<file path="config.mk">
export PLATFORM = sky130hd
export DESIGN_NAME = tpe_ctl
export DESIGN_NICKNAME = d
export VERILOG_FILES = /design/src/sv/tpe_pkg.sv /design/src/sv/tpe_ctl.sv
export SDC_FILE = /design/constraint.sdc
export NUM_CORES = 1
export LEC_CHECK = 0
export BUFFER_PORTS_ARGS = -buffer_cell sky130_fd_sc_hd__buf_2
export CORE_MARGIN = 3
export CORE_UTILIZATION = 35
export DETAILED_ROUTE_END_ITERATION = 8
export SLEW_MARGIN = 0
export SYNTH_ARGS = -nofsm -noshare
export SYNTH_HDL_FRONTEND = slang
export SYNTH_SLANG_ARGS = --single-unit
</file>
<file path="constraint.sdc">
create_clock -name clk -period 19.65 [get_ports clk]
set_input_delay 2.9475 -clock clk [delete_from_list [all_inputs] [get_ports clk]]
set_output_delay 2.9475 -clock clk [all_outputs]
set_load 0.005 [all_outputs]
</file>
<file path="src/sv/tpe_pkg.sv">
// Shared types, constants and entry helpers for the three-level page table engine.
package tpe_pkg;

  localparam int TABLE_PAGES       = 64;
  localparam int ENTRIES_PER_TABLE = 512;
  localparam int STORE_DEPTH       = TABLE_PAGES * ENTRIES_PER_TABLE;
  localparam int PAGE_W            = (TABLE_PAGES > 1) ? $clog2(TABLE_PAGES) : 1;
  localparam int IDX_W             = $clog2(ENTRIES_PER_TABLE);
  localparam int SLOT_W            = PAGE_W + IDX_W;
  localparam int FREE_W            = $clog2(TABLE_PAGES + 1);

  localparam int PPN_W   = 44;
  localparam int FLAG_W  = 10;
  localparam int ENTRY_W = 64;
  localparam int VA_W    = 39;

  localparam logic [PPN_W-1:0] BASE_RESET = 44'd524288;

  localparam logic [1:0] MODE_MAP   = 2'd0;
  localparam logic [1:0] MODE_UNMAP = 2'd1;
  localparam logic [1:0] MODE_WALK  = 2'd2;
  localparam logic [1:0] MODE_CLEAR = 2'd3;

  localparam logic [1:0] SIZE_4K  = 2'd0;
  localparam logic [1:0] SIZE_2M  = 2'd1;
  localparam logic [1:0] SIZE_1G  = 2'd2;
  localparam logic [1:0] SIZE_BAD = 2'd3;

  localparam logic [2:0] ST_OK         = 3'd0;
  localparam logic [2:0] ST_MAPPED     = 3'd1;
  localparam logic [2:0] ST_NOT_MAPPED = 3'd2;
  localparam logic [2:0] ST_BAD_SIZE   = 3'd3;
  localparam logic [2:0] ST_NO_TABLES  = 3'd4;

  typedef struct packed {
    logic [1:0]        mode;
    logic [VA_W-1:0]   virt_addr;
    logic [PPN_W-1:0]  phys_ppn;
    logic [FLAG_W-1:0] pte_flags;
    logic [1:0]        size_code;
  } req_t;

  typedef struct packed {
    logic [2:0]        status;
    logic [PPN_W-1:0]  leaf_ppn;
    logic [FLAG_W-1:0] leaf_flags;
    logic [1:0]        leaf_size;
  } rsp_t;

  typedef struct packed {
    logic              hit;
    logic [PAGE_W-1:0] page;
  } loc_t;

  typedef struct packed {
    logic               en;
    logic [SLOT_W-1:0]  slot;
    logic [ENTRY_W-1:0] data;
  } wr_op_t;

  typedef struct packed {
    logic               we;
    logic [SLOT_W-1:0]  waddr;
    logic [ENTRY_W-1:0] wdata;
    logic [SLOT_W-1:0]  raddr;
    logic               sweep_go;
    logic [SLOT_W-1:0]  sweep_first;
    logic [SLOT_W-1:0]  sweep_last;
  } st_cmd_t;

  function automatic logic is_invalid(input logic [ENTRY_W-1:0] e);
    return !e[0];
  endfunction

  function automatic logic is_pointer(input logic [ENTRY_W-1:0] e);
    return e[3:0] == 4'b0001;
  endfunction

  function automatic logic [PPN_W-1:0] entry_ppn(input logic [ENTRY_W-1:0] e);
    return e[FLAG_W +: PPN_W];
  endfunction

  function automatic logic [ENTRY_W-1:0] make_entry(input logic [PPN_W-1:0] ppn,
                                                    input logic [FLAG_W-1:0] flags);
    return {{(ENTRY_W - PPN_W - FLAG_W){1'b0}}, ppn, flags};
  endfunction

  function automatic logic [ENTRY_W-1:0] pointer_to(input logic [PPN_W-1:0] ppn);
    return make_entry(ppn, FLAG_W'(1));
  endfunction

  function automatic loc_t locate(input logic [PPN_W-1:0] ppn,
                                  input logic [PPN_W-1:0] base);
    logic [PPN_W-1:0] d;
    loc_t             r;
    d      = ppn - base;
    r.hit  = d < PPN_W'(TABLE_PAGES);
    r.page = d[PAGE_W-1:0];
    return r;
  endfunction

  function automatic logic [SLOT_W-1:0] slot_of(input logic [PAGE_W-1:0] page,
                                                input logic [IDX_W-1:0] idx);
    return {page, idx};
  endfunction

endpackage

</file>
<file path="src/sv/tpe_ctl.sv">
// Request sequencer: walks the tables, plans allocations and writes, builds the result.
module tpe_ctl (
  input  logic                              clk,
  input  logic                              rst,
  input  logic                              in_valid,
  output logic                              in_ready,
  input  tpe_pkg::req_t                     in_data,
  output logic                              res_valid,
  input  logic                              res_ready,
  output tpe_pkg::rsp_t                     res,
  input  logic [tpe_pkg::PPN_W-1:0]         table_base_ppn,
  output tpe_pkg::st_cmd_t                  cmd,
  input  logic [tpe_pkg::ENTRY_W-1:0]       rdata,
  input  logic                              busy
);

  typedef enum logic [11:0] {
    S_IDLE     = 12'b0000_0000_0001,
    S_RD2      = 12'b0000_0000_0010,
    S_EV2      = 12'b0000_0000_0100,
    S_EV1      = 12'b0000_0000_1000,
    S_EV0      = 12'b0000_0001_0000,
    S_WAIT_A   = 12'b0000_0010_0000,
    S_WR_A     = 12'b0000_0100_0000,
    S_WAIT_B   = 12'b0000_1000_0000,
    S_WR_B     = 12'b0001_0000_0000,
    S_WR_C     = 12'b0010_0000_0000,
    S_WAIT_ALL = 12'b0100_0000_0000,
    S_DONE     = 12'b1000_0000_0000
  } state_t;

  state_t                      state, state_next;
  logic [tpe_pkg::FREE_W-1:0]  next_free, next_free_next;
  tpe_pkg::req_t               req, req_next;
  tpe_pkg::loc_t               cur, cur_next;
  tpe_pkg::wr_op_t             wa, wa_next, wb, wb_next, wc, wc_next;
  logic                        alloc_b, alloc_b_next;
  logic                        do_wb, do_wb_next;
  logic                        do_wc, do_wc_next;
  tpe_pkg::rsp_t               res_next;

  logic [tpe_pkg::ENTRY_W-1:0] e;
  tpe_pkg::loc_t               lc;
  logic [tpe_pkg::ENTRY_W-1:0] leaf;
  logic [tpe_pkg::IDX_W-1:0]   v2, v1, v0;
  logic [tpe_pkg::PAGE_W-1:0]  k, k1;
  logic [tpe_pkg::PPN_W-1:0]   ppn_k;
  logic [tpe_pkg::ENTRY_W-1:0] ptr_k, ptr_k1;
  logic                        left1, left2;
  logic                        start_alloc;

  always_comb begin
    e      = cur.hit ? rdata : '0;
    lc     = tpe_pkg::locate(tpe_pkg::entry_ppn(e), table_base_ppn);
    leaf   = tpe_pkg::make_entry(req.phys_ppn, req.pte_flags);
    v2     = req.virt_addr[38:30];
    v1     = req.virt_addr[29:21];
    v0     = req.virt_addr[20:12];
    k      = next_free[tpe_pkg::PAGE_W-1:0];
    k1     = k + 1'b1;
    ppn_k  = table_base_ppn + tpe_pkg::PPN_W'(k);
    ptr_k  = tpe_pkg::pointer_to(ppn_k);
    ptr_k1 = tpe_pkg::pointer_to(ppn_k + tpe_pkg::PPN_W'(1));
    left1  = ({1'b0, next_free} + (tpe_pkg::FREE_W+1)'(1))
             <= (tpe_pkg::FREE_W+1)'(tpe_pkg::TABLE_PAGES);
    left2  = ({1'b0, next_free} + (tpe_pkg::FREE_W+1)'(2))
             <= (tpe_pkg::FREE_W+1)'(tpe_pkg::TABLE_PAGES);
  end

  always_comb begin
    state_next     = state;
    next_free_next = next_free;
    req_next       = req;
    cur_next       = cur;
    wa_next        = wa;
    wb_next        = wb;
    wc_next        = wc;
    alloc_b_next   = alloc_b;
    do_wb_next     = do_wb;
    do_wc_next     = do_wc;
    res_next       = res;
    start_alloc    = 1'b0;
    cmd            = '0;
    in_ready       = 1'b0;
    res_valid      = 1'b0;

    case (state)
      S_IDLE: begin
        in_ready = !busy;
        if (in_valid && !busy) begin
          req_next = in_data;
          res_next = '0;
          if (in_data.mode == tpe_pkg::MODE_CLEAR) begin
            cmd.sweep_go    = 1'b1;
            cmd.sweep_first = '0;
            cmd.sweep_last  = tpe_pkg::SLOT_W'(tpe_pkg::STORE_DEPTH - 1);
            next_free_next  = tpe_pkg::FREE_W'(1);
            state_next      = S_WAIT_ALL;
          end else begin
            state_next = S_RD2;
          end
        end
      end

      S_RD2: begin
        cmd.raddr  = tpe_pkg::slot_of('0, v2);
        cur_next   = '{hit: 1'b1, page: '0};
        state_next = S_EV2;
      end

      S_EV2: begin
        alloc_b_next = 1'b0;
        do_wb_next   = 1'b0;
        do_wc_next   = 1'b0;
        case (req.mode)
          tpe_pkg::MODE_WALK: begin
            if (tpe_pkg::is_pointer(e)) begin
              cmd.raddr  = tpe_pkg::slot_of(lc.page, v1);
              cur_next   = lc;
              state_next = S_EV1;
            end else begin
              res_next.leaf_ppn   = tpe_pkg::entry_ppn(e);
              res_next.leaf_flags = e[tpe_pkg::FLAG_W-1:0];
              res_next.leaf_size  = tpe_pkg::SIZE_1G;
              state_next          = S_DONE;
            end
          end
          tpe_pkg::MODE_UNMAP: begin
            if (tpe_pkg::is_invalid(e)) begin
              res_next.status = tpe_pkg::ST_NOT_MAPPED;
              state_next      = S_DONE;
            end else if (!tpe_pkg::is_pointer(e)) begin
              wa_next    = '{en: 1'b1, slot: tpe_pkg::slot_of('0, v2), data: '0};
              state_next = S_WR_A;
            end else begin
              cmd.raddr  = tpe_pkg::slot_of(lc.page, v1);
              cur_next   = lc;
              state_next = S_EV1;
            end
          end
          tpe_pkg::MODE_MAP: begin
            if (req.size_code == tpe_pkg::SIZE_BAD) begin
              res_next.status = tpe_pkg::ST_BAD_SIZE;
              state_next      = S_DONE;
            end else if (req.size_code == tpe_pkg::SIZE_1G) begin
              if (!tpe_pkg::is_invalid(e)) begin
                res_next.status = tpe_pkg::ST_MAPPED;
                state_next      = S_DONE;
              end else begin
                wa_next    = '{en: 1'b1, slot: tpe_pkg::slot_of('0, v2), data: leaf};
                state_next = S_WR_A;
              end
            end else if (tpe_pkg::is_pointer(e)) begin
              cmd.raddr  = tpe_pkg::slot_of(lc.page, v1);
              cur_next   = lc;
              state_next = S_EV1;
            end else if (!tpe_pkg::is_invalid(e)) begin
              res_next.status = tpe_pkg::ST_MAPPED;
              state_next      = S_DONE;
            end else if (!((req.size_code == tpe_pkg::SIZE_2M) ? left1 : left2)) begin
              res_next.status = tpe_pkg::ST_NO_TABLES;
              state_next      = S_DONE;
            end else begin
              start_alloc = 1'b1;
              wa_next     = '{en: 1'b1, slot: tpe_pkg::slot_of('0, v2), data: ptr_k};
              do_wb_next  = 1'b1;
              if (req.size_code == tpe_pkg::SIZE_2M) begin
                wb_next = '{en: 1'b1, slot: tpe_pkg::slot_of(k, v1), data: leaf};
              end else begin
                alloc_b_next = 1'b1;
                do_wc_next   = 1'b1;
                wb_next = '{en: 1'b1, slot: tpe_pkg::slot_of(k, v1), data: ptr_k1};
                wc_next = '{en: 1'b1, slot: tpe_pkg::slot_of(k1, v0), data: leaf};
              end
              state_next = S_WAIT_A;
            end
          end
          default: begin
            state_next = S_DONE;
          end
        endcase
      end

      S_EV1: begin
        case (req.mode)
          tpe_pkg::MODE_WALK: begin
            if (tpe_pkg::is_pointer(e)) begin
              cmd.raddr  = tpe_pkg::slot_of(lc.page, v0);
              cur_next   = lc;
              state_next = S_EV0;
            end else begin
              res_next.leaf_ppn   = tpe_pkg::entry_ppn(e);
              res_next.leaf_flags = e[tpe_pkg::FLAG_W-1:0];
              res_next.leaf_size  = tpe_pkg::SIZE_2M;
              state_next          = S_DONE;
            end
          end
          tpe_pkg::MODE_UNMAP: begin
            if (tpe_pkg::is_invalid(e)) begin
              res_next.status = tpe_pkg::ST_NOT_MAPPED;
              state_next      = S_DONE;
            end else if (!tpe_pkg::is_pointer(e)) begin
              wa_next    = '{en: cur.hit, slot: tpe_pkg::slot_of(cur.page, v1), data: '0};
              state_next = S_WR_A;
            end else begin
              cmd.raddr  = tpe_pkg::slot_of(lc.page, v0);
              cur_next   = lc;
              state_next = S_EV0;
            end
          end
          tpe_pkg::MODE_MAP: begin
            if (req.size_code == tpe_pkg::SIZE_2M) begin
              if (!tpe_pkg::is_invalid(e)) begin
                res_next.status = tpe_pkg::ST_MAPPED;
                state_next      = S_DONE;
              end else begin
                wa_next    = '{en: cur.hit, slot: tpe_pkg::slot_of(cur.page, v1),
                               data: leaf};
                state_next = S_WR_A;
              end
            end else if (tpe_pkg::is_pointer(e)) begin
              cmd.raddr  = tpe_pkg::slot_of(lc.page, v0);
              cur_next   = lc;
              state_next = S_EV0;
            end else if (!tpe_pkg::is_invalid(e)) begin
              res_next.status = tpe_pkg::ST_MAPPED;
              state_next      = S_DONE;
            end else if (!left1) begin
              res_next.status = tpe_pkg::ST_NO_TABLES;
              state_next      = S_DONE;
            end else begin
              start_alloc = 1'b1;
              wa_next     = '{en: 1'b1, slot: tpe_pkg::slot_of(k, v0), data: leaf};
              do_wb_next  = 1'b1;
              wb_next     = '{en: cur.hit, slot: tpe_pkg::slot_of(cur.page, v1),
                              data: ptr_k};
              state_next  = S_WAIT_A;
            end
          end
          default: begin
            state_next = S_DONE;
          end
        endcase
      end

      S_EV0: begin
        case (req.mode)
          tpe_pkg::MODE_WALK: begin
            res_next.leaf_ppn   = tpe_pkg::entry_ppn(e);
            res_next.leaf_flags = e[tpe_pkg::FLAG_W-1:0];
            res_next.leaf_size  = tpe_pkg::SIZE_4K;
            state_next          = S_DONE;
          end
          tpe_pkg::MODE_UNMAP: begin
            if (tpe_pkg::is_invalid(e)) begin
              res_next.status = tpe_pkg::ST_NOT_MAPPED;
              state_next      = S_DONE;
            end else begin
              wa_next    = '{en: cur.hit, slot: tpe_pkg::slot_of(cur.page, v0), data: '0};
              state_next = S_WR_A;
            end
          end
          tpe_pkg::MODE_MAP: begin
            if (!tpe_pkg::is_invalid(e)) begin
              res_next.status = tpe_pkg::ST_MAPPED;
              state_next      = S_DONE;
            end else begin
              wa_next    = '{en: cur.hit, slot: tpe_pkg::slot_of(cur.page, v0), data: leaf};
              state_next = S_WR_A;
            end
          end
          default: begin
            state_next = S_DONE;
          end
        endcase
      end

      S_WAIT_A: begin
        if (!busy) begin
          state_next = S_WR_A;
        end
      end

      S_WR_A: begin
        cmd.we    = wa.en;
        cmd.waddr = wa.slot;
        cmd.wdata = wa.data;
        if (alloc_b) begin
          start_alloc = 1'b1;
          state_next  = S_WAIT_B;
        end else if (do_wb) begin
          state_next = S_WR_B;
        end else begin
          state_next = S_DONE;
        end
      end

      S_WAIT_B: begin
        if (!busy) begin
          state_next = S_WR_B;
        end
      end

      S_WR_B: begin
        cmd.we     = wb.en;
        cmd.waddr  = wb.slot;
        cmd.wdata  = wb.data;
        state_next = do_wc ? S_WR_C : S_DONE;
      end

      S_WR_C: begin
        cmd.we     = wc.en;
        cmd.waddr  = wc.slot;
        cmd.wdata  = wc.data;
        state_next = S_DONE;
      end

      S_WAIT_ALL: begin
        if (!busy) begin
          state_next = S_DONE;
        end
      end

      S_DONE: begin
        res_valid = 1'b1;
        if (res_ready) begin
          state_next = S_IDLE;
        end
      end

      default: begin
        state_next = S_IDLE;
      end
    endcase

    if (start_alloc) begin
      cmd.sweep_go    = 1'b1;
      cmd.sweep_first = tpe_pkg::slot_of(k, '0);
      cmd.sweep_last  = tpe_pkg::slot_of(k, '1);
      next_free_next  = next_free + 1'b1;
    end
  end

  always_ff @(posedge clk) begin
    if (rst) begin
      state     <= S_IDLE;
      next_free <= tpe_pkg::FREE_W'(1);
    end else begin
      state     <= state_next;
      next_free <= next_free_next;
    end
  end

  always_ff @(posedge clk) begin
    req     <= req_next;
    cur     <= cur_next;
    wa      <= wa_next;
    wb      <= wb_next;
    wc      <= wc_next;
    alloc_b <= alloc_b_next;
    do_wb   <= do_wb_next;
    do_wc   <= do_wc_next;
    res     <= res_next;
  end

  a_free_range: assert property (@(posedge clk) disable iff (rst)
    (next_free >= tpe_pkg::FREE_W'(1)) &&
    (next_free <= tpe_pkg::FREE_W'(tpe_pkg::TABLE_PAGES)))
    else $error("table allocator out of range");

  a_write_after_sweep: assert property (@(posedge clk) disable iff (rst)
    (state == S_WR_A || state == S_WR_B || state == S_WR_C) |-> !busy)
    else $error("table write while page still clearing");

  a_wr_b_order: assert property (@(posedge clk) disable iff (rst)
    (state == S_WR_B) |-> ($past(state) == S_WR_A || $past(state) == S_WAIT_B))
    else $error("second write out of sequence");

endmodule

</file>
==> After elaboration in Yosys (flattened, before gate mapping) <==
Index checks and enable logic that the tools add are counted.
Widths: inputs -> output; s select.
{ "totals": {"regBits": 413, "inputBits": 210, "out_inout_bits": 187, "word_cells": 260} }
{ "op_classes": {"add_sub_neg": 7, "magnitude_cmp": 3, "eq_ne": 63, "mux": 136, "bitwise": 7, "n_reduce_logical": 21} }
{ "ops": {"columns": ["cell", "count"], "rows": [
  ["$mux 80", 28],
  ["$pmux 80 s2", 4],
  ["$pmux 80 s3", 2],
  ["$mux 56", 5],
  ["$mux 12", 23],
  ["$pmux 59 s4", 1],
  ["$pmux 12 s12", 1],
  ["$pmux 15 s3", 3],
  ["$mux 31", 4],
  ["$mux 54", 2],
  ["$mux 15", 7],
  ["$mux 7", 11],
  ["$pmux 12 s3", 2],
  ["$pmux 7 s3", 3],
  ["$mux 59", 1],
  ["$add 44x1->44 const B", 1],
  ["$add 44x6->44", 1],
  ["$lt 44x7->1 const B", 1],
  ["$sub 44x44->44", 1],
  ["$ne 4x4->1 const B", 10],
  ["$ne 2x2->1 const B", 18],
  ["$mux 3", 11],
  ["$ne 3x3->1 const B", 11],
  ["$pmux 12 s2", 1],
  ["other kinds (46)", 85]
]} }

==> Logic depth before layout (Yosys ltp) <==
Gate-level depths: netlist of run 1.
{ "depth": {"depth_word": 12, "depth_mapped": 21, "depth_no_buf": 15} }

==> Worst setup path before layout of run 1 <==
Ideal clock, no wire load.
{ "synth_timing": {"kind": "in2reg", "start": "in rdata[1] (netlist name)", "end": "reg wa[0] (netlist name), enable pin", "setup_time_ps": 871, "t_arrival_ps": 14515, "t_required_ps": 18779, "slack_ps": 4264, "cell_stages": 4, "n_path_buf": 0, "path_cell_list": "nor3_1 > a211o_1 > a21oi_1 > a2111oi_0"} }
{ "synth_via": {"elab_chain_len": 4, "word_cells_on_any_way": 9, "classes_between": "eq/ne (7); mux (1); reduce/logical (1)"} }
{ "synth_rtl": {"columns": ["element", "line_no", "source"], "rows": [
  ["from (decl)", "tpe_ctl.sv:13", "input logic [tpe_pkg::ENTRY_W-1:0] rdata,"],
  ["$mux 54 *", "tpe_ctl.sv:53", "e = cur.hit ? rdata : '0;"],
  ["$eq 4x1->1 *", "tpe_pkg.sv:76", "return e[3:0] == 4'b0001;"],
  ["$ne 4x4->1 (no line) or $ne 3x3->1 (tied branches)", null, null],
  ["$reduce_and 19->1 (no line) *", null, null],
  ["to (signal assigned)", "tpe_ctl.sv:357", "wa <= wa_next;"],
  ["to (decl)", "tpe_ctl.sv:36", "tpe_pkg::wr_op_t wa, wa_next, wb, wb_next, wc, wc_next;"]
]} }
Every way passes the cells marked *; elsewhere a longest branch is shown, timed or not.
A chain may end at the register's enable or synchronous reset.

==> flow_metrics.env, run 1 <==
export IMPL_rsz0062_at_grt="no"
export IMPL_via_count=19400
export IMPL_grt_util_all_layers=0.222
export IMPL_reg2reg_to="cur[6]"
export IMPL_drc=0
export IMPL_vdd_drop_max_v=0.0000561
export IMPL_grt_pass1_vias=18600
export IMPL_coreArea_mm2=0.0633
export IMPL_path_class="input pin to primary output"
export IMPL_num_rows=92
export IMPL_crit_family="simple AND/OR/NAND/NOR gates"
export IMPL_grt_pass1_wl_um=115000
export IMPL_reg2reg_depth=15
export IMPL_clk_latency_ns=0.59
export IMPL_place_ws_ns=11.20
export IMPL_dr_pass1_iters=9
export IMPL_cp_max_fo=14
export IMPL_ant_nets=0
export IMPL_grt_max_degree=80
export IMPL_netlist_area_mm2=0.0225
export IMPL_dieArea_mm2=0.0674
export IMPL_path_clk_slew_ns=0.06
export IMPL_maxCapViolations=0
export IMPL_slew_headroom=0.268
export IMPL_r2r_slack_ns=14.00
export IMPL_fmax_mhz=118
export IMPL_grt_overflow=0
export IMPL_num_fill_cells=6179
export IMPL_cpPeakStageDelay_ns=0.89
export IMPL_hold_path_class="flip-flop to flip-flop"
export IMPL_p_clk_frac=0.399
export IMPL_cts_buffer_depth=3
export IMPL_die_height_um=260
export IMPL_wl_per_cell_um=22.8
export IMPL_start_util=0.355
export IMPL_worst_path_max_delay_cell="nor2_1"
export IMPL_numCtsBuffers=46
export IMPL_drive_gt1_frac=0.200
export IMPL_leakagePower_nw=10.8
export IMPL_tritoncts="yes"
export IMPL_p_int_mw=1.57
export IMPL_skew_ns=0.0185
export IMPL_crit_path_cell_trace="buf_2 > and2_1 > nand2_1 > nor2_1 > nor2_1 > nor2b_1 > buf_2"
export IMPL_numPortBuffers=355
export IMPL_startpoint_type="input pin"
export IMPL_clock_root_buffer="clkbuf_16"
export IMPL_synth_edf_count=362
export IMPL_final_common_cell="edfxtp_1"
export IMPL_setup_tns_ns=0
export IMPL_sequentialPowerShare=0.449
export IMPL_yosysSeqAreaShare=0.500
export IMPL_ioPinCount=397
export IMPL_min_to="wc[7]"
export IMPL_nets=2780
export IMPL_swShare=0.277
export IMPL_holdBufCountCts=0
export IMPL_slew_viol_final=0
export IMPL_wl_um=77900
export IMPL_netlist_instances=2247
export IMPL_die_w_um=260
export IMPL_min_from="leaf[7]"
export IMPL_cp_end_kind="primary output"
export IMPL_fin_crit_sh=0.430
export IMPL_finalPower_mw=2.17
export IMPL_synth_seq_cells=381
export IMPL_area_growth_pct=17.5
export IMPL_synthDistinctLibCells=101
export IMPL_utilization=0.418
export IMPL_p_per_area_mw_per_mm2=81.9
export IMPL_cts_resized=0
export IMPL_multi_input_area_mm2=0.0100
export IMPL_htreeDepth=2
export IMPL_yosys_most_used_dff="edfxtp_1"
export IMPL_whs_path_depth=0
export IMPL_antenna_found_initial=10
export IMPL_r2r_start="cur[6]"
export IMPL_period_needed_ns=8.45
export IMPL_via_per_inst=5.70
export IMPL_cp_num_buf_inv=2
export IMPL_hpwl_um=55400
export IMPL_ys_warn_count=0
export IMPL_worst_pin_slew_ns=1.09
export IMPL_fin_ws_ns=11.20
export IMPL_gp_congestion=0.911
export IMPL_comb_power_share=0.152
export IMPL_finalSetupViolations=0
export IMPL_postCtsSetupBuffers=0
export IMPL_drt_iter0_drc=2023
export IMPL_cts_sinks=381
export IMPL_final_cell_mix="362 x edfxtp_1, 355 x buf_2, 196 x nor2_1"
export IMPL_outcome="finished, final reports clean"
export IMPL_worstPathRequired_ns=16.70
export IMPL_cp_arrival_ns=5.50
export IMPL_hold_viol=0
export IMPL_syn_avg_cell_area_um2=10.0
export IMPL_regArea_mm2=0.0113
export IMPL_p_sw_mw=0.600
export IMPL_postSynth_asyncResetShare=0
[flip-flops by register name, summed over array words and instances (netlist names)]
name       count
wc            69
next_free      7
wa            70
do_wb          1
wb            70
cur            7
res           59
req           31
do_wc          1
leaf          54
state         12
[worst reg2reg max path, stage by stage (launching register included)]
cell       delay (ns)
edfxtp_1         0.64
buf_4            0.66
inv_1            0.48
nor2_1           0.22
ha_1             0.29
and4b_1          0.24
o31ai_1          0.22
a21oi_1          0.15
a2111oi_2        0.44
o221ai_2         0.26
a21boi_2         0.35
nor4_1           0.11
or3_1            0.35
a2111oi_0        0.55
nand4_1          0.17
o21ai_1          0.31
[worst max path at each step]
stage / from / to / cells past startpoint
6_report: rdata[0] / cmd[41] / 7
4_1_cts: rdata[0] / cmd[41] / 7
3_5_place_dp: rdata[0] / cmd[41] / 7
2_1_floorplan: rdata[1] / wa[0] / 4
3_3_place_gp: rdata[0] / cmd[41] / 7
5_1_grt: rdata[0] / cmd[41] / 7
[power groups by stage]
| stage | sequential [mW] | combinational [mW] | clock [mW] |
|---|---|---|---|
| 3_5_place_dp | 0.988 | 0.328 | 0 |
| 6_report | 0.972 | 0.330 | 0.864 |
| 5_1_grt | 0.976 | 0.363 | 0.917 |
| 4_1_cts | 0.972 | 0.329 | 0.883 |
| 2_1_floorplan | 0.982 | 0.209 | 0 |
| 3_3_place_gp | 0.986 | 0.321 | 0 |
[metrics by stage]
step / instances / area (um^2) / hold slack [ns]
final: 3413 / 26400 / 0.462
after global routing: 3411 / 26400 / 0.489
after CTS: 3408 / 26400 / 0.462
after detailed placement: 3322 / 24900 / 0.455
after global placement: 3322 / 24900 / 0.437
after floorplan: 2265 / 22600 / 0.432
[synth_stat cells, types with 7 or more instances]
library cell	number	area, um^2
nor3_1	47	235
clkbuf_1	114	428
buf_1	13	48.8
nor2b_1	20	125
a222oi_1	78	781
and2_1	89	557
xor2_1	19	166
o21ai_0	88	440
or3_1	18	113
and3_1	51	319
nor2_1	196	736
edfxtp_1	362	10900
mux2i_1	12	120
nand4_1	29	181
a21o_1	24	180
o31ai_1	9	67.6
dfxtp_1	19	380
or4_1	7	52.6
xnor2_1	60	526
o22ai_1	15	93.8
a22oi_1	22	165
nor4_1	30	188
nand2_1	182	683
a32oi_1	7	61.3
o211ai_1	11	82.6
ha_1	44	551
a211oi_1	49	368
buf_2	13	65.1
o21a_1	13	97.6
inv_1	150	563
o21bai_1	8	60.1
or2_2	10	62.6
and4_1	7	61.3
nand3_1	53	265
nor3b_1	11	82.6
a31oi_1	19	119
a21oi_1	131	656
nand2b_1	28	175
buf_4	33	248
[cell type report]
| type | instances | area share |
|---|---|---|
| diodes | 5 | 0.000473 |
| flip-flops and latches | 381 | 0.426 |
| repair buffers | 385 | 0.0757 |
| clock inverters | 33 | 0.0132 |
| multi-input cells | 1558 | 0.379 |
| inverters | 152 | 0.0216 |
| clock buffers | 53 | 0.0449 |
| well taps | 846 | 0.0400 |
[per-layer routing]
layer,vias up,part of all wire,GRT usage
met1,9495,0.43,0.310
met2,831,0.46,0.352
met3,117,0.074,0.0374
met5,-,0.00044,0
li1,8994,-,-
met4,6,0.028,0.0712
[kinds of logic after synthesis]
family	share of synthesized area
multiplexers	0.00634
other	0.000167
buffers and inverters	0.0609
AND/OR/NAND/NOR	0.186
adder cells (fa/ha/maj)	0.0285
XOR/XNOR	0.0315
flip-flops	0.500
AO/OA/AOI/OAI	0.186
No activity file was read; power rests on OpenSTA's default activity.
==> inputs of run 2 (changes only) <==
==> constraint.sdc (replaced) <==
create_clock -name clk -period 7.4 [get_ports clk]
set_input_delay 1.11 -clock clk [delete_from_list [all_inputs] [get_ports clk]]
set_output_delay 1.11 -clock clk [all_outputs]
set_load 0.005 [all_outputs]
==> flow_metrics.env, run 2 (synthesis results as in run 1) <==
export IMPL_grt_pass1_wl_um=115000
export IMPL_numCtsBuffers=45
export IMPL_hold_path_class="flip-flop to flip-flop"
export IMPL_outcome="finished, final reports clean"
export IMPL_clock_root_buffer="clkbuf_16"
export IMPL_via_count=19300
export IMPL_cts_resized=0
export IMPL_min_to="wc[3]"
export IMPL_hpwl_um=55300
export IMPL_final_common_cell="edfxtp_1"
export IMPL_grt_pass1_vias=18400
export IMPL_fin_crit_sh=0.773
export IMPL_wl_per_cell_um=22.9
export IMPL_top_regs="wa: 70 flops, wb: 70 flops, wc: 69 flops"
export IMPL_cp_end_kind="primary output"
export IMPL_slew_headroom=0.277
export IMPL_area_growth_pct=17.3
export IMPL_place_ws_ns=1.64
export IMPL_tritoncts="yes"
export IMPL_start_util=0.355
export IMPL_wl_um=78000
export IMPL_numPortBuffers=355
export IMPL_whs_ns=0.456
export IMPL_whs_path_depth=0
export IMPL_ant_nets=0
export IMPL_clk_latency_ns=0.60
export IMPL_multi_input_area_mm2=0.0100
export IMPL_path_class="flip-flop to primary output"
export IMPL_reg2reg_to="cur[6]"
export IMPL_startpoint_type="flip-flop"
export IMPL_cts_buffer_depth=3
export IMPL_dieArea_mm2=0.0674
export IMPL_r2r_start="cur[6]"
export IMPL_drc=0
export IMPL_num_rows=92
export IMPL_r2r_slack_ns=2.07
export IMPL_rsz0062_at_grt="no"
export IMPL_fin_ws_ns=1.68
export IMPL_nets=2778
export IMPL_skew_ns=0.0258
export IMPL_drive_gt1_frac=0.197
export IMPL_cts_sinks=381
export IMPL_vdd_drop_max_v=0.000153
export IMPL_coreArea_mm2=0.0633
export IMPL_leakagePower_nw=10.8
export IMPL_via_per_inst=5.65
export IMPL_regArea_mm2=0.0113
export IMPL_grt_overflow=0
export IMPL_final_cell_mix="362 x edfxtp_1, 355 x buf_2, 196 x nor2_1"
export IMPL_worst_pin_slew_ns=1.09
export IMPL_maxCapViolations=0
export IMPL_num_fill_cells=6282
export IMPL_finalPower_mw=5.69
export IMPL_finalSetupViolations=0
export IMPL_cp_arrival_ns=4.61
export IMPL_dr_pass1_iters=9
export IMPL_setup_tns_ns=0
export IMPL_die_w_um=260
export IMPL_fmax_mhz=175
export IMPL_path_clk_slew_ns=0.07
export IMPL_gp_congestion=0.888
export IMPL_cp_max_fo=69
export IMPL_hold_viol=0
export IMPL_holdBufCountCts=0
export IMPL_p_per_area_mw_per_mm2=215
export IMPL_die_height_um=260
export IMPL_grt_util_all_layers=0.222
export IMPL_slew_viol_final=0
export IMPL_postCtsSetupBuffers=0
export IMPL_antenna_found_initial=15
export IMPL_worstPathRequired_ns=6.29
export IMPL_drt_iter0_drc=2024
export IMPL_period_needed_ns=5.72
export IMPL_grt_max_degree=80
export IMPL_reg2reg_depth=13
export IMPL_ioPinCount=397
export IMPL_min_from="leaf[3]"
export IMPL_htreeDepth=2
## run 2: cell types whose count changed in the layout (fill, tap and decap cells not counted), moves of 2 or more
cell,before,now
clkinv_2,6,4
buf_4,30,28
inv_6,3,0
diode_2,5,8
clkbuf_1,6,11
## run 2: worst max-delay path by stage
stage / from / endpoint / slack (ns) / cells after the start
after global routing: next_free[1] / cmd[8] / 1.37 / 12
after CTS: cur[6] / cmd[41] / 1.69 / 7
after global placement: table_base_ppn[0] / wb[53] / 1.73 / 14
after detailed placement: table_base_ppn[0] / wb[53] / 1.64 / 14
final: cur[6] / cmd[41] / 1.68 / 7
after floorplan: state[7] / wa[0] / 0.60 / 10
## run 2: cell type report
type,count,area share
Antenna cell,8,0.000758
Clock buffer,56,0.0442
Clock inverter,26,0.0115
Inverter,152,0.0216
Multi-Input combinational cell,1558,0.380
Sequential cell,381,0.426
Tap cell,846,0.0401
Timing Repair Buffer,384,0.0760
## run 2: through the flow
stage / std cells / util / instance area (um^2)
6_report: 3411 / 0.417 / 26400
3_5_place_dp: 3321 / 0.394 / 24900
2_1_floorplan: 2265 / - / 22600
5_1_grt: 3411 / 0.417 / 26400
3_3_place_gp: 3321 / 0.394 / 24900
4_1_cts: 3403 / 0.417 / 26400
## run 2: report_power, final
group | switching [mW] | internal, mW
logic | 0.569 | 0.306
clock network | 0.928 | 1.30
registers | 0.0677 | 2.51
## run 2: layer usage
metal / GRT usage / vias to the layer above / share of wire / wire (um)
met5: 0 / - / 0.00033 / 26
met4: 0.0763 / 4 / 0.031 / 2390
met3: 0.0352 / 128 / 0.073 / 5730
met2: 0.348 / 814 / 0.46 / 35700
met1: 0.312 / 9365 / 0.44 / 34200
li1: - / 8967 / - / -
## run 2: worst max-delay path: stages (launching register included)
cell and delay, ns:
edfxtp_1 0.74, buf_4 0.63, and2_1 0.67, nand2_1 0.58, nor2_1 0.82, nor2_1 0.25, nor2b_1 0.17, buf_2 0.13
